<file path="config.mk">
export PLATFORM = sky130hd
export DESIGN_NAME = pet_fountain_level_pump_fsm_flat
export DESIGN_NICKNAME = d
export VERILOG_FILES = /design/src/rtl/pflp_pkg.sv /design/src/rtl/pflp_in_if.sv /design/src/rtl/pflp_out_if.sv /design/src/rtl/pet_fountain_level_pump_fsm.sv /design/src/flat_wrapper.sv
export SDC_FILE = /design/constraint.sdc
export NUM_CORES = 1
export LEC_CHECK = 0
export BUFFER_PORTS_ARGS = -buffer_cell sky130_fd_sc_hd__buf_2
export CORE_MARGIN = 3
export CORE_UTILIZATION = 40
export CTS_CLUSTER_DIAMETER = 60
export DETAILED_ROUTE_END_ITERATION = 10
export HOLD_SLACK_MARGIN = 0.03
export PLACE_DENSITY = 0.58
export SETUP_SLACK_MARGIN = 0.05
export SLEW_MARGIN = 20
export SYNTH_ARGS = -nofsm -noshare
export SYNTH_HDL_FRONTEND = slang
export SYNTH_SLANG_ARGS = --single-unit
</file>
<file path="constraint.sdc">
create_clock -name clk -period 12.4 [get_ports clk]
set_input_delay 2.48 -clock clk [delete_from_list [all_inputs] [get_ports clk]]
set_output_delay 2.48 -clock clk [all_outputs]
set_load 0.01 [all_outputs]
</file>
<file path="src/rtl/pflp_pkg.sv">
// ----------------------------------------------------------------------------
// Pet fountain controller package
// Shared types, constants and helper functions for the pet fountain level,
// pump and clock-setting controller.
// ----------------------------------------------------------------------------
package pflp_pkg;

  localparam int LEVEL_BITS  = 12;
  localparam int DIGIT_COUNT = 12;
  localparam int DIGIT_BITS  = 4;
  localparam int CURSOR_BITS = 4;
  localparam int PAIR_BITS   = 7;
  localparam int PAIR_COUNT  = DIGIT_COUNT / 2;
  localparam int TOTAL_BITS  = 32;
  localparam int CFG_ADDR_BITS = 4;
  localparam int CFG_DATA_BITS = 32;

  typedef enum logic [2:0] {
    MODE_NORMAL = 3'd0,
    MODE_DRINK  = 3'd1,
    MODE_LOW    = 3'd2,
    MODE_EMPTY  = 3'd3,
    MODE_CLOCK  = 3'd4
  } mode_t;

  typedef enum logic [1:0] {
    IND_NORMAL = 2'd0,
    IND_LOW    = 2'd1,
    IND_EMPTY  = 2'd2
  } indicator_t;

  // Register indexes on the configuration port (byte address / 4).
  typedef enum logic [1:0] {
    REG_EMPTY_THR       = 2'd0,
    REG_LOW_THR         = 2'd1,
    REG_LEAVE_LOW_THR   = 2'd2,
    REG_LEAVE_EMPTY_THR = 2'd3
  } reg_index_t;

  typedef logic [LEVEL_BITS-1:0]  level_t;
  typedef logic [DIGIT_BITS-1:0]  digit_t;
  typedef logic [CURSOR_BITS-1:0] cursor_t;
  typedef logic [PAIR_BITS-1:0]   pair_t;
  typedef logic [TOTAL_BITS-1:0]  total_t;

  // Return target after drinking or clock setting; only low and empty are
  // kept, anything else falls back to normal.
  function automatic mode_t valid_return(input mode_t m);
    mode_t r;
    r = MODE_NORMAL;
    if (m == MODE_LOW || m == MODE_EMPTY) begin
      r = m;
    end
    return r;
  endfunction

  // Digit step modulo ten.
  function automatic digit_t digit_step(input digit_t d);
    logic [DIGIT_BITS:0] s;
    s = {1'b0, d} + 5'd1;
    if (s >= 5'd10) begin
      s = s - 5'd10;
    end
    return s[DIGIT_BITS-1:0];
  endfunction

  // Two decimal digits into one value: first * 10 + second, kept to 7 bits.
  function automatic pair_t digit_pair(input digit_t hi, input digit_t lo);
    logic [7:0] v;
    v = ({4'd0, hi} << 3) + ({4'd0, hi} << 1) + {4'd0, lo};
    return v[PAIR_BITS-1:0];
  endfunction

endpackage

</file>
<file path="src/rtl/pflp_in_if.sv">
// ----------------------------------------------------------------------------
// Pet fountain sample channel
// Valid/ready channel that carries one tick: level sample, cat flag, buttons.
// ----------------------------------------------------------------------------
interface pflp_in_if;
  import pflp_pkg::*;

  logic   valid;
  logic   ready;
  level_t level_sample;
  logic   cat_near;
  logic   button_step;
  logic   button_next;

  modport source (output valid, output level_sample, output cat_near,
                  output button_step, output button_next, input ready);
  modport sink   (input valid, input level_sample, input cat_near,
                  input button_step, input button_next, output ready);
endinterface

</file>
<file path="src/rtl/pflp_out_if.sv">
// ----------------------------------------------------------------------------
// Pet fountain result channel
// Valid/ready channel that carries the controller status after one tick.
// ----------------------------------------------------------------------------
interface pflp_out_if;
  import pflp_pkg::*;

  logic          valid;
  logic          ready;
  logic [2:0]    mode;
  logic          pump_on;
  logic [1:0]    level_indicator;
  total_t        drunk_total;
  cursor_t       cursor_position;
  logic          time_commit;
  pair_t         seconds_value;
  pair_t         minutes_value;
  pair_t         hours_value;
  pair_t         day_value;
  pair_t         month_value;
  pair_t         year_value;

  modport source (output valid, output mode, output pump_on, output level_indicator,
                  output drunk_total, output cursor_position, output time_commit,
                  output seconds_value, output minutes_value, output hours_value,
                  output day_value, output month_value, output year_value,
                  input ready);
  modport sink   (input valid, input mode, input pump_on, input level_indicator,
                  input drunk_total, input cursor_position, input time_commit,
                  input seconds_value, input minutes_value, input hours_value,
                  input day_value, input month_value, input year_value,
                  output ready);
endinterface

</file>
<file path="src/rtl/pet_fountain_level_pump_fsm.sv">
// ----------------------------------------------------------------------------
// Pet fountain level and pump controller
// Mode machine with level hysteresis, pump drive, drunk-volume total and
// clock-digit editing, one tick per transfer.
// ----------------------------------------------------------------------------
// Usage:
// Each transfer on in_chan is one tick: a level sample, the cat flag and the
// two buttons. For every tick the block returns exactly one transfer on
// out_chan with the mode, pump drive, level indication, drunk total, edit
// cursor and, on the tick that finishes clock setting, the six committed
// two-digit values (zero on all other ticks).
// The tick is evaluated in the cycle it is transferred: the mode registers
// and the result register load at that same edge, so a result appears in the
// cycle after its tick. One tick per cycle is sustained; the only limit is
// the single result register, which frees up in the cycle it is taken.
// When the receiver stalls, the result is held and in_chan.ready drops until
// the result is taken, so no tick is lost or duplicated.
// The user writes the four thresholds over the APB-style cfg_ port while no
// tick is in flight; the block does not enforce this. Reads return the
// stored 12-bit values. Synchronous active-low reset puts the block in normal
// mode with the pump off, the drunk total and all clock digits zero, and the
// thresholds at 400, 1000, 1200 and 600. The result register is then empty.
// ----------------------------------------------------------------------------
module pet_fountain_level_pump_fsm (
  input  logic                                 clk,
  input  logic                                 rst_n,
  pflp_in_if.sink                              in_chan,
  pflp_out_if.source                           out_chan,
  input  logic                                 cfg_psel,
  input  logic                                 cfg_penable,
  input  logic                                 cfg_pwrite,
  input  logic [pflp_pkg::CFG_ADDR_BITS-1:0]   cfg_paddr,
  input  logic [pflp_pkg::CFG_DATA_BITS-1:0]   cfg_pwdata,
  output logic [pflp_pkg::CFG_DATA_BITS-1:0]   cfg_prdata,
  output logic                                 cfg_pready
);
  import pflp_pkg::*;

  // Threshold registers.
  level_t empty_thr_r, low_thr_r, leave_low_thr_r, leave_empty_thr_r;

  // Controller state.
  mode_t      mode_r, mode_nxt;
  mode_t      return_mode_r, return_mode_nxt;
  level_t     level_start_r, level_start_nxt;
  total_t     drunk_r, drunk_nxt;
  cursor_t    cursor_r, cursor_nxt;
  indicator_t ind_r, ind_nxt;
  logic       pump_r, pump_nxt;
  digit_t     digits_r [DIGIT_COUNT];
  logic       digit_we;
  digit_t     digit_wdata;
  logic       commit;

  // Result register.
  logic       out_valid_r;
  logic       res_commit_r;
  pair_t      res_pair_r [PAIR_COUNT];

  logic       accept;
  logic       cfg_write;
  reg_index_t cfg_index;
  level_t     level;
  logic [TOTAL_BITS:0] drunk_sum;
  level_t     drop;
  digit_t     cur_digit;

  assign cfg_pready = 1'b1;
  assign cfg_index  = reg_index_t'(cfg_paddr[CFG_ADDR_BITS-1:2]);
  assign cfg_write  = cfg_psel && cfg_penable && cfg_pwrite;

  // The result register is a one-entry buffer: a new tick may be taken
  // whenever it is empty or being emptied in this cycle.
  assign in_chan.ready = !out_valid_r || out_chan.ready;
  assign accept        = in_chan.valid && in_chan.ready;
  assign level         = in_chan.level_sample;

  always_comb begin
    case (cfg_index)
      REG_EMPTY_THR:       cfg_prdata = {{(CFG_DATA_BITS-LEVEL_BITS){1'b0}}, empty_thr_r};
      REG_LOW_THR:         cfg_prdata = {{(CFG_DATA_BITS-LEVEL_BITS){1'b0}}, low_thr_r};
      REG_LEAVE_LOW_THR:   cfg_prdata = {{(CFG_DATA_BITS-LEVEL_BITS){1'b0}}, leave_low_thr_r};
      REG_LEAVE_EMPTY_THR: cfg_prdata = {{(CFG_DATA_BITS-LEVEL_BITS){1'b0}},
                                         leave_empty_thr_r};
      default:             cfg_prdata = '0;
    endcase
  end

  always_ff @(posedge clk) begin
    if (!rst_n) begin
      empty_thr_r       <= LEVEL_BITS'(400);
      low_thr_r         <= LEVEL_BITS'(1000);
      leave_low_thr_r   <= LEVEL_BITS'(1200);
      leave_empty_thr_r <= LEVEL_BITS'(600);
    end else if (cfg_write) begin
      case (cfg_index)
        REG_EMPTY_THR:       empty_thr_r       <= cfg_pwdata[LEVEL_BITS-1:0];
        REG_LOW_THR:         low_thr_r         <= cfg_pwdata[LEVEL_BITS-1:0];
        REG_LEAVE_LOW_THR:   leave_low_thr_r   <= cfg_pwdata[LEVEL_BITS-1:0];
        REG_LEAVE_EMPTY_THR: leave_empty_thr_r <= cfg_pwdata[LEVEL_BITS-1:0];
        default: ;
      endcase
    end
  end

  // Drop in level since drinking began, and the saturating sum.
  assign drop      = level_start_r - level;
  assign drunk_sum = {1'b0, drunk_r} + {{(TOTAL_BITS+1-LEVEL_BITS){1'b0}}, drop};

  // The cursor stays below the digit count in practice; guard the read anyway.
  assign cur_digit = (cursor_r < CURSOR_BITS'(DIGIT_COUNT))
                     ? digits_r[cursor_r] : '0;

  // Next state for one tick.
  always_comb begin
    mode_nxt        = mode_r;
    return_mode_nxt = return_mode_r;
    level_start_nxt = level_start_r;
    drunk_nxt       = drunk_r;
    cursor_nxt      = cursor_r;
    ind_nxt         = ind_r;
    pump_nxt        = pump_r;
    digit_we        = 1'b0;
    digit_wdata     = digit_step(cur_digit);
    commit          = 1'b0;

    case (mode_r)
      MODE_DRINK: begin
        if (!in_chan.cat_near) begin
          // Cat left: book any drop, stop the pump and go back.
          if (level < level_start_r) begin
            drunk_nxt = drunk_sum[TOTAL_BITS] ? '1 : drunk_sum[TOTAL_BITS-1:0];
          end
          pump_nxt = 1'b0;
          mode_nxt = valid_return(return_mode_r);
        end else if (level < empty_thr_r) begin
          pump_nxt = 1'b0;
          ind_nxt  = IND_EMPTY;
          mode_nxt = MODE_EMPTY;
        end
      end
      MODE_LOW: begin
        if (in_chan.button_next) begin
          cursor_nxt      = '0;
          return_mode_nxt = MODE_LOW;
          mode_nxt        = MODE_CLOCK;
        end else if (level <= empty_thr_r) begin
          ind_nxt  = IND_EMPTY;
          mode_nxt = MODE_EMPTY;
        end else if (level > leave_low_thr_r) begin
          ind_nxt  = IND_NORMAL;
          mode_nxt = MODE_NORMAL;
        end else if (in_chan.cat_near) begin
          pump_nxt        = 1'b1;
          return_mode_nxt = MODE_LOW;
          level_start_nxt = level;
          mode_nxt        = MODE_DRINK;
        end
      end
      MODE_EMPTY: begin
        if (in_chan.button_next) begin
          cursor_nxt      = '0;
          return_mode_nxt = MODE_EMPTY;
          mode_nxt        = MODE_CLOCK;
        end else if (level > leave_empty_thr_r) begin
          ind_nxt  = IND_LOW;
          mode_nxt = MODE_LOW;
        end else if (level > leave_low_thr_r) begin
          ind_nxt  = IND_NORMAL;
          mode_nxt = MODE_NORMAL;
        end
      end
      MODE_CLOCK: begin
        // Button A wins when both are pressed.
        if (in_chan.button_step) begin
          digit_we = (cursor_r < CURSOR_BITS'(DIGIT_COUNT));
        end else if (in_chan.button_next) begin
          if ({1'b0, cursor_r} + 5'd1 >= 5'(DIGIT_COUNT)) begin
            commit     = 1'b1;
            cursor_nxt = '0;
            mode_nxt   = valid_return(return_mode_r);
          end else begin
            cursor_nxt = cursor_r + CURSOR_BITS'(1);
          end
        end
      end
      default: begin
        // Normal mode; unused codes behave the same way.
        if (in_chan.button_next) begin
          cursor_nxt      = '0;
          return_mode_nxt = MODE_NORMAL;
          mode_nxt        = MODE_CLOCK;
        end else if (level < empty_thr_r) begin
          ind_nxt  = IND_EMPTY;
          mode_nxt = MODE_EMPTY;
        end else if (level < low_thr_r) begin
          ind_nxt  = IND_LOW;
          mode_nxt = MODE_LOW;
        end else if (in_chan.cat_near) begin
          pump_nxt        = 1'b1;
          return_mode_nxt = MODE_NORMAL;
          level_start_nxt = level;
          mode_nxt        = MODE_DRINK;
        end
      end
    endcase
  end

  always_ff @(posedge clk) begin
    if (!rst_n) begin
      mode_r        <= MODE_NORMAL;
      return_mode_r <= MODE_NORMAL;
      level_start_r <= '0;
      drunk_r       <= '0;
      cursor_r      <= '0;
      ind_r         <= IND_NORMAL;
      pump_r        <= 1'b0;
    end else if (accept) begin
      mode_r        <= mode_nxt;
      return_mode_r <= return_mode_nxt;
      level_start_r <= level_start_nxt;
      drunk_r       <= drunk_nxt;
      cursor_r      <= cursor_nxt;
      ind_r         <= ind_nxt;
      pump_r        <= pump_nxt;
    end
  end

  // Clock digits: reset value is zero, at most one digit written per tick.
  always_ff @(posedge clk) begin
    if (!rst_n) begin
      for (int i = 0; i < DIGIT_COUNT; i++) begin
        digits_r[i] <= '0;
      end
    end else if (accept && digit_we) begin
      digits_r[cursor_r] <= digit_wdata;
    end
  end

  always_ff @(posedge clk) begin
    if (!rst_n) begin
      out_valid_r <= 1'b0;
    end else if (accept) begin
      out_valid_r <= 1'b1;
    end else if (out_chan.ready) begin
      out_valid_r <= 1'b0;
    end
  end

  // Result payload: the state after the tick, plus committed values.
  always_ff @(posedge clk) begin
    if (accept) begin
      res_commit_r <= commit;
      for (int p = 0; p < PAIR_COUNT; p++) begin
        res_pair_r[p] <= commit ? digit_pair(digits_r[2*p], digits_r[2*p+1]) : '0;
      end
    end
  end

  assign out_chan.valid           = out_valid_r;
  assign out_chan.mode            = mode_r;
  assign out_chan.pump_on         = pump_r;
  assign out_chan.level_indicator = ind_r;
  assign out_chan.drunk_total     = drunk_r;
  assign out_chan.cursor_position = cursor_r;
  assign out_chan.time_commit     = res_commit_r;
  assign out_chan.seconds_value   = res_pair_r[0];
  assign out_chan.minutes_value   = res_pair_r[1];
  assign out_chan.hours_value     = res_pair_r[2];
  assign out_chan.day_value       = res_pair_r[3];
  assign out_chan.month_value     = res_pair_r[4];
  assign out_chan.year_value      = res_pair_r[5];

endmodule

</file>
<file path="src/flat_wrapper.sv">
// flat-port wrapper written by rule: the top's interface ports become plain ports
module pet_fountain_level_pump_fsm_flat import pflp_pkg::*;
  (clk, rst_n, cfg_psel, cfg_penable, cfg_pwrite, cfg_paddr, cfg_pwdata, cfg_prdata, cfg_pready, in_chan_valid, in_chan_level_sample, in_chan_cat_near, in_chan_button_step, in_chan_button_next, in_chan_ready, out_chan_valid, out_chan_mode, out_chan_pump_on, out_chan_level_indicator, out_chan_drunk_total, out_chan_cursor_position, out_chan_time_commit, out_chan_seconds_value, out_chan_minutes_value, out_chan_hours_value, out_chan_day_value, out_chan_month_value, out_chan_year_value, out_chan_ready);
  pflp_in_if in_chan_i ();
  pflp_out_if out_chan_i ();
  input  logic clk;
  input  logic rst_n;
  input  logic cfg_psel;
  input  logic cfg_penable;
  input  logic cfg_pwrite;
  input  logic [pflp_pkg::CFG_ADDR_BITS-1:0] cfg_paddr;
  input  logic [pflp_pkg::CFG_DATA_BITS-1:0] cfg_pwdata;
  output logic [pflp_pkg::CFG_DATA_BITS-1:0] cfg_prdata;
  output logic cfg_pready;
  input wire logic [$bits(in_chan_i.valid)-1:0] in_chan_valid;
  input wire logic [$bits(in_chan_i.level_sample)-1:0] in_chan_level_sample;
  input wire logic [$bits(in_chan_i.cat_near)-1:0] in_chan_cat_near;
  input wire logic [$bits(in_chan_i.button_step)-1:0] in_chan_button_step;
  input wire logic [$bits(in_chan_i.button_next)-1:0] in_chan_button_next;
  output wire logic [$bits(in_chan_i.ready)-1:0] in_chan_ready;
  output wire logic [$bits(out_chan_i.valid)-1:0] out_chan_valid;
  output wire logic [$bits(out_chan_i.mode)-1:0] out_chan_mode;
  output wire logic [$bits(out_chan_i.pump_on)-1:0] out_chan_pump_on;
  output wire logic [$bits(out_chan_i.level_indicator)-1:0] out_chan_level_indicator;
  output wire logic [$bits(out_chan_i.drunk_total)-1:0] out_chan_drunk_total;
  output wire logic [$bits(out_chan_i.cursor_position)-1:0] out_chan_cursor_position;
  output wire logic [$bits(out_chan_i.time_commit)-1:0] out_chan_time_commit;
  output wire logic [$bits(out_chan_i.seconds_value)-1:0] out_chan_seconds_value;
  output wire logic [$bits(out_chan_i.minutes_value)-1:0] out_chan_minutes_value;
  output wire logic [$bits(out_chan_i.hours_value)-1:0] out_chan_hours_value;
  output wire logic [$bits(out_chan_i.day_value)-1:0] out_chan_day_value;
  output wire logic [$bits(out_chan_i.month_value)-1:0] out_chan_month_value;
  output wire logic [$bits(out_chan_i.year_value)-1:0] out_chan_year_value;
  input wire logic [$bits(out_chan_i.ready)-1:0] out_chan_ready;
  assign in_chan_i.valid = in_chan_valid;
  assign in_chan_i.level_sample = in_chan_level_sample;
  assign in_chan_i.cat_near = in_chan_cat_near;
  assign in_chan_i.button_step = in_chan_button_step;
  assign in_chan_i.button_next = in_chan_button_next;
  assign in_chan_ready = in_chan_i.ready;
  assign out_chan_valid = out_chan_i.valid;
  assign out_chan_mode = out_chan_i.mode;
  assign out_chan_pump_on = out_chan_i.pump_on;
  assign out_chan_level_indicator = out_chan_i.level_indicator;
  assign out_chan_drunk_total = out_chan_i.drunk_total;
  assign out_chan_cursor_position = out_chan_i.cursor_position;
  assign out_chan_time_commit = out_chan_i.time_commit;
  assign out_chan_seconds_value = out_chan_i.seconds_value;
  assign out_chan_minutes_value = out_chan_i.minutes_value;
  assign out_chan_hours_value = out_chan_i.hours_value;
  assign out_chan_day_value = out_chan_i.day_value;
  assign out_chan_month_value = out_chan_i.month_value;
  assign out_chan_year_value = out_chan_i.year_value;
  assign out_chan_i.ready = out_chan_ready;
  pet_fountain_level_pump_fsm u_core (.clk(clk), .rst_n(rst_n), .in_chan(in_chan_i), .out_chan(out_chan_i), .cfg_psel(cfg_psel), .cfg_penable(cfg_penable), .cfg_pwrite(cfg_pwrite), .cfg_paddr(cfg_paddr), .cfg_pwdata(cfg_pwdata), .cfg_prdata(cfg_prdata), .cfg_pready(cfg_pready));
endmodule
</file>
; ---- Yosys cells after proc, flatten, opt, wreduce, memory -nomap -nowiden
; Memory sizes are Yosys's and may differ from the RTL's. A register that Yosys moved wholly into a read port is not among the register bits.
; Index checks and enable logic that the tools add are counted.
; W data, S select, Z words.
[word_totals]
regBits = 107
latchBits = 0
ram_bits = 90
romBits = 0
input_bits = 58
out_inout_bits = 120
elab_cells = 196
memories = 2
[memory_table]
columns = memory, depth, width, rd, rd_ports_with_merged_regs, write_ports, line
row1 = u_core.digits_r, 12, 4, 13, 1, 12, pet_fountain_level_pump_fsm.sv:50  ; digit_t digits_r [DIGIT_COUNT];
row2 = u_core.res_pair_r, 6, 7, 6, 0, 6, pet_fountain_level_pump_fsm.sv:58  ; pair_t res_pair_r [PAIR_COUNT];
[classes]
add_sub_neg = 18
n_mul = 0
n_div = 0
magnitude_cmp = 9
eq_ne = 31
n_shift = 0
muxes = 90
bitwise = 7
reduce_logical = 26
[op_table]
columns = cell, n
row1 = $pmux W32 S4, 1
row2 = $mux W12, 7
row3 = $mux W3, 25
row4 = $add A7 B4 Y7, 6
row5 = $add A7 B5 Y7, 6
row6 = $mux W7, 6
row7 = $mux W4, 10
row8 = $lt A12 B12 Y1, 3
row9 = $add A32 B12 Y33, 1
row10 = $mux W32, 1
row11 = $gt A12 B12 Y1, 2
row12 = $mux W1, 24
row13 = $pmux W12 S2, 1
row14 = $ne A3 B3 Y1 const B, 7
row15 = $mux W2, 10
row16 = $ne A2 B2 Y1 const B, 10
row17 = $reduce_and A9 Y1, 2
row18 = $eq A3 B2 Y1 const B, 4
row19 = $le A12 B12 Y1, 1
row20 = $pmux W3 S4, 1
row21 = $sub A12 B12 Y12, 1
row22 = $add A4 B1 Y5 const B, 2
row23 = $ge A5 B4 Y1 const B, 2
row24 = $pmux W3 S3, 1
row25 = 29 further kinds, 47

; ---- Logic depth before layout (Yosys ltp)
; Gate-level depths: netlist of the first run.
[depth]
depth_word = 9
mapped_depth = 19

; ---- Worst setup path before layout of the first run
; OpenSTA, ideal clock, no wires.
[synth_timing]
path_type = input-to-output
startpoint = input cfg_paddr[2] in the netlist's numbering
endpoint = output cfg_prdata[4] in the netlist's numbering
arrival_time_ns = 3.838
required_time_ns = 9.920
path_slack_ns = 6.082
path_stages = 3
path_buffers = 2
path_cell_list = clkbuf_1 > buf_1 > mux4_2
[synth_via]
elab_chain_cells = 2
elab_cells_between_ends = 5
classes_between = eq/ne (3) / mux (1) / reduce/logical (1)
[synth_rtl]
columns = element, line
row1 = from (decl), flat_wrapper.sv:11  ; input logic [pflp_pkg::CFG_ADDR_BITS-1:0] cfg_paddr;
row2 = "$eq A2 B2 Y1, or another cell as far along", pet_fountain_level_pump_fsm.sv:79  ; case (cfg_index)
row3 = $pmux W32 S4 *, pet_fountain_level_pump_fsm.sv:79
row4 = to (decl), flat_wrapper.sv:13  ; output logic [pflp_pkg::CFG_DATA_BITS-1:0] cfg_prdata;
; Mark *: on every way between the ends. The rest lies on a longest branch, timed or not. The select of a mux whose other input is x is not followed.

; ---- Worst setup path in the final report of the first run
[layout_timing]
startpoint = input in_chan_level_sample[1]
endpoint = register u_core.drunk_r[2], in the netlist u_core.out_chan.drunk_total[2]
[layout_via]
elab_chain_cells = 3
elab_cells_between_ends = 5
classes_between = add/sub (2) / order compare (1) / mux (1) / reduce/logical (1)
[layout_rtl]
columns = element, line
row1 = from (decl), flat_wrapper.sv:16  ; input wire logic [$bits(in_chan_i.level_sample)-1:0] in_chan_level_sample;
row2 = $sub A12 B12 Y12, pet_fountain_level_pump_fsm.sv:107  ; assign drop = level_start_r - level;
row3 = $add A32 B12 Y33, pet_fountain_level_pump_fsm.sv:108  ; assign drunk_sum = {1'b0, drunk_r} + {{(TOTAL_BITS+1-LEVEL_BITS){1'b0}}, drop};
row4 = $mux W32, pet_fountain_level_pump_fsm.sv:132  ; drunk_nxt = drunk_sum[TOTAL_BITS] ? '1 : drunk_sum[TOTAL_BITS-1:0];
row5 = to (signal assigned), pet_fountain_level_pump_fsm.sv:222  ; drunk_r <= drunk_nxt;
row6 = to (decl), pet_fountain_level_pump_fsm.sv:46  ; total_t drunk_r, drunk_nxt;
; Parallel ways exist; a longest one is shown, timed or not.
; A chain may end at the register's enable or synchronous reset.

==> results.toml, run 1 <==
[status]
status = "finished clean"

[clocking]
cts_root_buf = "clkbuf_16"
post_cts.repair.setup_buffers = 0
ctsResizeCount = 0
clk_pin_slew_ns = 0.05
tritoncts = "built"
htreeDepth = 1
cts.sink_count = 216
cts_max_path_buffers = 3
clk_latency_ns = 0.54
cts_hold_buffers = 0
cts_made_buffers = 29

[flow_run]
max_cap_viol_count = 0

[routing]
drcViolationCount = 0
drtAntennaViolNets = 0
routed_wl_um = 32200
dr.pass1.iters = 5
via_count = 9983
drt_iter0_drc = 487
post_drt_wl_per_cell_um = 16.9
vias_per_cell = 5.24

[pwr]
ir_drop_mv = 0.0970
clkPwrFrac_pct = 44.3
p_sw_share_pct = 25.4
combPwrFrac_pct = 11.2
power_frac_seq_pct = 44.5
internal_power_mw = 1.32
p_sw_uw = 450
powerDensity_nw_per_um2 = 119
p_leak_nw = 6.34

[sta]
fin_skew_ns = 0.0158
rsz0062_at_grt = "false"
worstMarginPinSlew_ns = 1.01
clock.fmax_ghz = 0.148
setup_viol = 0
relSlewSlack_pct = 32.6
drv_slew = 0
min_period_ns = 6.75
final_hold_viol_count = 0
fin_crit_sh_pct = 54.4
setup-tns-final_ns = 0

[floorplan]
die-area_um2 = 34600
core_area_um2 = 31800
initial_utilization_pct = 40.8
pin_count = 178
fp.dieH_um = 186
die_w_um = 186
rows = 65

[final_layout]
multi_input_area_um2 = 7000
drive_gt1_share_pct = 15.4
mostFrequentLayoutCells = "158 x nand2_1, 134 x buf_2, 120 x ha_1, 109 x nor2_1, 109 x dfxtp_1"
nets = 1641
final_core_utilization_pct = 46.9
area_growth_syn_to_layout_pct = 14.8
stdcell_area_um2 = 14900
fill_cells = 3071
final_common_cell = "nand2_1"
regArea_um2 = 5400
antenna-diode-count = 0

[synthesis]
synth_ff_type = "dfxtp_1"
synth_area_um2 = 13000
ys_warn_count = 0
synth-edff-count = 107
synthArstFlopShare_pct = 0
synth_area_leaders = "edfxtp_1 25%, dfxtp_1 17%, ha_1 12%"
ys_ff_latch = 216
ys_seq_area_share_pct = 41.6
ys_types = 74
yosys.area.top_type_share_pct = 24.8
yosys.area.top_type = "edfxtp_1"
syn_avg_cell_area_um2 = 9.86
netlist_instances = 1316

[critical_path]
critical_path_required_ns = 12.84
crit_type = "input pin to register"
crit_arrival_ns = 7.19
critPathLaunchType = "input pin"
path_max_fanout = 10
cp-end-kind = "register"

[placed_design]
portBuffers = 134
globalplace.congestion = 0.844
hpwl_um = 23500
place_area_um2 = 14000

[global_route]
grt_pass1_vias = 9718
antenna_found_initial = 3
grt_first_pass_wirelength_um = 51400
grt_overflow = 0
grt_max_degree = 72
track_usage_pct = 18.5

[worst_hold_path]
hold_class = "register to register"
state kept, by name (all words and copies together) (netlist names), named ones only:
signal                           count
u_core.low_thr_r                    12
u_core.out_chan.cursor_position      4
u_core.digits_r                     64
u_core.out_chan.time_commit          1
u_core.leave_empty_thr_r            12
u_core.out_chan.pump_on              1
u_core.level_start_r                12
u_core.empty_thr_r                  12
u_core.leave_low_thr_r              12
u_core.out_chan.valid                1
u_core.out_chan.drunk_total         32
u_core.out_chan.level_indicator      2
u_core.out_chan.mode                 3
u_core.res_pair_r                   42
u_core.return_mode_r                 2
stage by stage:
step / worst slack (ns) / power (mW) / hold WS (ns) / instances
final: 5.65 / 1.77 / 0.466 / 1906
after global placement: 5.25 / 0.996 / 0.451 / 1853
after floorplan: 6.08 / 0.941 / 0.440 / 1351
after CTS: 5.65 / 1.79 / 0.469 / 1906
after global routing: 5.30 / 1.85 / 0.481 / 1906
after detailed placement: 5.12 / 1.00 / 0.459 / 1853
cells by family after synthesis:
logic type      synth area share (%)
xor+xnor                        3.70
buf+inv                         5.53
flops                           41.6
compound gates                  13.7
other cells                   0.0579
fa+ha+maj                       13.7
mux                             5.94
simple gates                    15.8
layout make-up:
class / count / area share [%]
Clock inverter: 10 / 0.495
Inverter: 88 / 2.22
Timing Repair Buffer: 140 / 4.80
Clock buffer: 43 / 5.63
Multi-Input combinational cell: 974 / 47.0
Sequential cell: 216 / 36.2
Tap cell: 435 / 3.65
worst max-delay path, cell delays in order:
cell	delay, ns
buf_2	0.17
inv_1	0.10
ha_1	0.33
a21o_1	0.18
a21o_1	0.20
a21o_1	0.20
a31o_2	0.26
a41oi_1	0.25
nor2b_1	0.19
xnor2_1	0.10
ha_1	0.44
nand3_1	0.11
nor2_1	0.22
o211ai_1	0.23
a2111oi_4	0.79
clkinv_1	0.54
a311oi_1	0.39
routing by layer:
metal  track usage (%)  vias to the layer above  share of wire (%)
li1                  -                     4946                  -
met1              23.7                     4749                 44
met2              32.9                      233                 50
met3              3.03                       49                4.8
met4              4.23                        6                1.8
met5                 0                        -               0.11
power groups by stage:
| stage | Sequential [mW] | Combinational [mW] | Clock (mW) |
|---|---|---|---|
| floorplan | 0.800 | 0.141 | 0 |
| global placement | 0.802 | 0.194 | 0 |
| detailed placement | 0.802 | 0.198 | 0 |
| CTS | 0.787 | 0.199 | 0.802 |
| global route | 0.790 | 0.223 | 0.832 |
| finish | 0.787 | 0.197 | 0.782 |
path summary, 6_finish.rpt:
check                          start                             end  slack [ns]  cells past startpoint
min          u_core.level_start_r[5]         u_core.level_start_r[5]        0.47                      2
min reg2reg  u_core.level_start_r[5]         u_core.level_start_r[5]        0.47                      2
max reg2reg                 register          u_core.digits_r[13][2]        6.87                     15
max          in_chan_level_sample[1]  u_core.out_chan.drunk_total[2]        5.65                     17
Yosys cell counts, drive strengths merged, types with 4 or more instances:
cell,number
or3,7
mux2i,8
nand2,158
edfxtp,107
nand2b,4
a31oi,10
a311oi,6
buf,35
o31ai,4
a21o,34
xor2,25
nor3b,4
nor4,7
mux4,28
xnor2,29
nor3,16
dfxtp,109
clkbuf,38
o211ai,26
fa,14
o21a,5
a21oi,89
a211oi,11
ha,120
or2,6
and2,37
o21ai,49
nor2,109
nor2b,10
a221oi,5
and3,9
nand3,41
inv,87
nand4,17
(Power assumes the default switching activity.)
==> run 2: changes to the inputs <==
clock period = 6.9 ns   (was 12.4 ns; I/O delays follow)
==> run 2 against run 1 <==
Critical path depth is 1 lower; die area unchanged; core utilization is 0.083 points higher; clock power rose by 87%; design area grew 0.18%; combinational power is 80% higher; sequential power is 79% higher; first-iteration DRC count down 2.7%; sequential share of layout area fell by 0.064 points; via count is essentially flat; clock-buffer cell count shrank 6.
==> results.toml, run 2 (synthesized netlist as in run 1, its figures left out) <==
[pwr]
p_leak_nw = 6.35
p_sw_share_pct = 24.9
clkPwrFrac_pct = 45.1
fin_total_pwr_mw = 3.22
combPwrFrac_pct = 11.0
ir_drop_mv = 0.172
internal_power_mw = 2.42
power_frac_seq_pct = 43.9
powerDensity_nw_per_um2 = 216
p_sw_uw = 804

[final_layout]
regMostFlops = "u_core.digits_r"
final_common_cell = "nand2_1"
nets = 1641
mostFrequentLayoutCells = "158 x nand2_1, 134 x buf_2, 120 x ha_1, 109 x nor2_1, 109 x dfxtp_1"
largest_reg_flops = 64
drive_gt1_share_pct = 15.5
stdcell_area_um2 = 14900
area_growth_syn_to_layout_pct = 15.0
fill_cells = 3041

[critical_path]
timing.rr.end = "u_core.digits_r[13][2]"
cpMaxStageDelayCell = "dfxtp_1"
path_max_fanout = 17
r2r_cells = 16
path_cells = "buf_4 > mux4_1 > nand3_1 > nand3_2 > and2_1 > ha_1 > xor2_1 > ha_1 > or3b_2 > o32ai_1 > a221oi_1 > nand4_1 > a211oi_2 > a21o_2 > o211a_1 > inv_1"
crit_path_end = "u_core.digits_r[13][2]"
cpPeakStageDelay_ns = 0.74
crit_arrival_ns = 5.62
cp-end-kind = "register"
critical_path_required_ns = 7.13
critPathLaunchType = "register"
r2r_slack_ns = 1.51
path_common_cell = "ha_1"
crit_type = "register to register"

[sta]
fin_skew_ns = 0.0210
setup_viol = 0
fin_crit_sh_pct = 78.1
setup-tns-final_ns = 0
final_hold_viol_count = 0
min_period_ns = 5.39
relSlewSlack_pct = 29.9
clock.fmax_ghz = 0.186
drv_slew = 0
worstMarginPinSlew_ns = 1.04
rsz0062_at_grt = "false"

[routing]
drcViolationCount = 0
post_drt_wl_per_cell_um = 16.9
vias_per_cell = 5.24
dr.pass1.iters = 5
drtAntennaViolNets = 0
via_count = 9979
routed_wl_um = 32200
drt_iter0_drc = 474

[global_route]
antenna_found_initial = 4
grt_max_degree = 73
grt_overflow = 0
grt_first_pass_wirelength_um = 51000
track_usage_pct = 18.4
grt_pass1_vias = 9392

[clocking]
clk_latency_ns = 0.54
post_cts.repair.setup_buffers = 0
clk_pin_slew_ns = 0.05
cts_hold_buffers = 0
htreeDepth = 1
cts.sink_count = 216
cts_max_path_buffers = 3
cts_made_buffers = 27
tritoncts = "built"
cts_root_buf = "clkbuf_16"
ctsResizeCount = 0

[placed_design]
portBuffers = 134
hpwl_um = 23400
place_area_um2 = 14000
globalplace.congestion = 0.854

[worst_hold_path]
hold_class = "register to register"
holdPathStages = 2

[floorplan]
die_w_um = 186
rows = 65
die-area_um2 = 34600
initial_utilization_pct = 40.8
core_area_um2 = 31800
fp.dieH_um = 186
pin_count = 178

[flow_run]
max_cap_viol_count = 0

[status]
status = "finished clean"
==> run 2: critical path, delay by kind of cell, from the launching register on <==
kind,cells,cell delay (ns)
muxes,1,0.57
buffers and inverters,2,0.49
and+or+nand+nor,5,1.17
AOI/OAI and AO/OA,5,1.25
DFF,1,0.74
adders and majority gates,2,0.62
xor gates and xnor gates,1,0.21
==> run 2: power by group through the flow <==
stage / clock network (mW) / registers, mW / logic (mW)
final: 1.46 / 1.41 / 0.354
after global routing: 1.54 / 1.42 / 0.400
after CTS: 1.49 / 1.41 / 0.358
after detailed placement: 0 / 1.44 / 0.355
after global placement: 0 / 1.44 / 0.349
after floorplan: 0 / 1.44 / 0.253
==> run 2: how the worst min path moves through the flow <==
stage / startpoint / to / slack, ns
4_1_cts: u_core.level_start_r[10] / u_core.level_start_r[10] / 0.47
5_1_grt: u_core.level_start_r[8] / u_core.level_start_r[8] / 0.48
2_1_floorplan: u_core.level_start_r[10] / u_core.level_start_r[10] / 0.44
3_5_place_dp: u_core.level_start_r[10] / u_core.level_start_r[10] / 0.46
3_3_place_gp: u_core.level_start_r[4] / u_core.level_start_r[4] / 0.45
6_report: u_core.level_start_r[9] / u_core.level_start_r[9] / 0.46
==> run 2: stage by stage <==
step	std cells	hold WS [ns]	setup slack (ns)	util, %
6_report	1905	0.464	1.51	46.9
5_1_grt	1905	0.484	1.17	46.9
4_1_cts	1904	0.466	1.48	46.9
3_5_place_dp	1855	0.458	1.15	44.0
3_3_place_gp	1855	0.450	1.19	44.0
2_1_floorplan	1351	0.440	1.76	-
==> run 2: routing by layer <==
metal	wire length (µm)	GRT usage, %
met1	14400	24.6
met2	15600	31.8
met3	1640	2.80
met4	571	4.14
met5	28	0
==> run 2: cell type report <==
cell class	count	area, µm²	area share, %
multi-input cells	974	7000	46.9
flip-flops and latches	216	5400	36.1
clock buffers	37	772	5.17
repair buffers	142	731	4.90
well taps	435	544	3.65
inverters	88	330	2.21
clock inverters	12	149	0.997
diodes	1	2.50	0.0168
==> run 3: changes to the inputs <==
PLACE_DENSITY = 0.6   (was 0.58)
clock period = 4.5 ns   (was 6.9 ns; I/O delays follow)
==> run 3 against run 2 <==
Worst setup slack got worse by 1.2 ns; via count increased by 0.59%; routed wire length is 0.78% higher; clock-buffer cell count unchanged; critical path depth increased by 4; clock skew decreased by 0.0049 ns; global-route usage increased by 0.25 points; power is 52% higher; critical path type is now input pin to register.
==> results.toml, run 3 (synthesized netlist as in run 1, its figures left out) <==
[status]
status = "finished clean"

[floorplan]
pin_count = 178
core_area_um2 = 31800
initial_utilization_pct = 40.8
die-area_um2 = 34600
fp.dieH_um = 186
die_w_um = 186
rows = 65

[sta]
clock.fmax_ghz = 0.237
min_period_ns = 4.23
setup_viol = 0
worstMarginPinSlew_ns = 0.812
drv_slew = 0
setup_ws_ns = 0.272
fin_crit_sh_pct = 94.0
final_hold_viol_count = 0
fin_skew_ns = 0.0160
setup-tns-final_ns = 0
rsz0062_at_grt = "false"
relSlewSlack_pct = 45.9

[critical_path]
path_max_fanout = 5
crit_type = "input pin to register"
crit_arrival_ns = 4.64
critical_path_required_ns = 4.92
worst-path-buf-inv = 4
critical_path.top_delay_family = "compound AO/OA/AOI/OAI gates"
cp-end-kind = "register"
path_common_cell = "a21o_1"
critPathLaunchType = "input pin"
cpMaxStageDelayCell = "a211oi_2"
cpPeakStageDelay_ns = 0.33
path_cells = "buf_2 > inv_1 > ha_1 > a21o_1 > a21o_1 > a21o_1 > a31o_2 > a41oi_1 > nor2b_1 > xnor2_1 > ha_1 > a21oi_1 > o21ai_0 > a211oi_2 > a2111oi_4 > buf_4 > buf_4 > a311o_1 > nor3_1 > a21oi_1"

[global_route]
track_usage_pct = 18.6
grt_max_degree = 55
grt_pass1_vias = 9792
grt_overflow = 0
antenna_found_initial = 2
grt_first_pass_wirelength_um = 51800

[placed_design]
dpl.cell_count = 1901
place_ws_ns = -0.260
place_area_um2 = 14400
globalplace.congestion = 0.866
hpwl_um = 24200
portBuffers = 134

[pwr]
powerDensity_nw_per_um2 = 320
ir_drop_mv = 0.255
p_leak_nw = 6.58
fin_total_pwr_mw = 4.89

[clocking]
cts_root_buf = "clkbuf_16"
clk_pin_slew_ns = 0.05
cts_hold_buffers = 0
clk_latency_ns = 0.54
cts_max_path_buffers = 3
cts_made_buffers = 28
cts.sink_count = 216
htreeDepth = 1
tritoncts = "built"

[worst_hold_path]
hold_class = "register to register"

[routing]
drt_iter0_drc = 448
routed_wl_um = 32500
dr.pass1.iters = 5
via_count = 10038
vias_per_cell = 5.13
post_drt_wl_per_cell_um = 16.6
drcViolationCount = 0
drtAntennaViolNets = 0

[final_layout]
fin_cells = 1955
fill_cells = 2997
regArea_um2 = 5400
area_growth_syn_to_layout_pct = 18.0
multi_input_area_um2 = 7040
nets = 1691
largest_reg_flops = 64
mostFrequentLayoutCells = "158 x nand2_1, 134 x buf_2, 120 x ha_1, 109 x dfxtp_1, 108 x nor2_1"
drive_gt1_share_pct = 18.4
regMostFlops = "u_core.digits_r"
stdcell_area_um2 = 15300
final_common_cell = "nand2_1"

[flow_run]
max_cap_viol_count = 0
run 3: changes by cell type in the layout (fill, tap and decap cells not counted), sizes merged:
cell	before	now
buf	142	191
bufinv	3	2
clkinv	6	8
clkinvlp	1	0
diode	1	2
run 3: final timing paths:
kind	slack [ns]	to	start	depth (start not counted)
max reg2reg	0.39	u_core.digits_r[8][2]	register	18
min reg2reg	0.46	u_core.level_start_r[4]	u_core.level_start_r[4]	2
max	0.27	u_core.out_chan.drunk_total[9]	in_chan_level_sample[1]	20
min	0.46	u_core.level_start_r[4]	u_core.level_start_r[4]	2
run 3: power by group:
part           internal, mW  switching, mW  leakage (nW)
Sequential             2.13         0.0382          1.96
Clock                  1.31          0.840         0.437
Combinational         0.237          0.344          4.18
run 3: through the flow:
step / hold slack [ns] / util [%]
after floorplan: 0.440 / -
after global placement: 0.451 / 45.2
after detailed placement: 0.456 / 45.2
after CTS: 0.466 / 48.0
after global routing: 0.490 / 48.1
final: 0.463 / 48.2
run 3: layer usage:
| metal | part of all wire, % | global-route usage, % | vias to the layer above |
|---|---|---|---|
| met2 | 48 | 32.3 | 264 |
| met4 | 2.8 | 5.66 | 2 |
| met1 | 44 | 24.2 | 4659 |
| met3 | 5.4 | 2.78 | 59 |
| met5 | 0.040 | 0 | - |
| li1 | - | - | 5054 |
run 3: area by class of cell:
type	instances	area share, %
Multi-Input combinational cell	974	46.0
Sequential cell	216	35.2
Timing Repair Buffer	191	7.26
Clock buffer	37	5.00
Tap cell	435	3.55
Inverter	88	2.17
Clock inverter	12	0.784
Antenna cell	2	0.0327
run 3: what timing repair did:
action                     CTS  global route
setup endpoints to repair    0            21
buffers inserted             0             3
resized for setup            0             5
run 3: tightest hold or removal path, delay by kind of cell (launching register included):
family,cells,cell delay [ns]
DFF,1,0.31
AOI/OAI and AO/OA,1,0.06
and+or+nand+nor,1,0.05
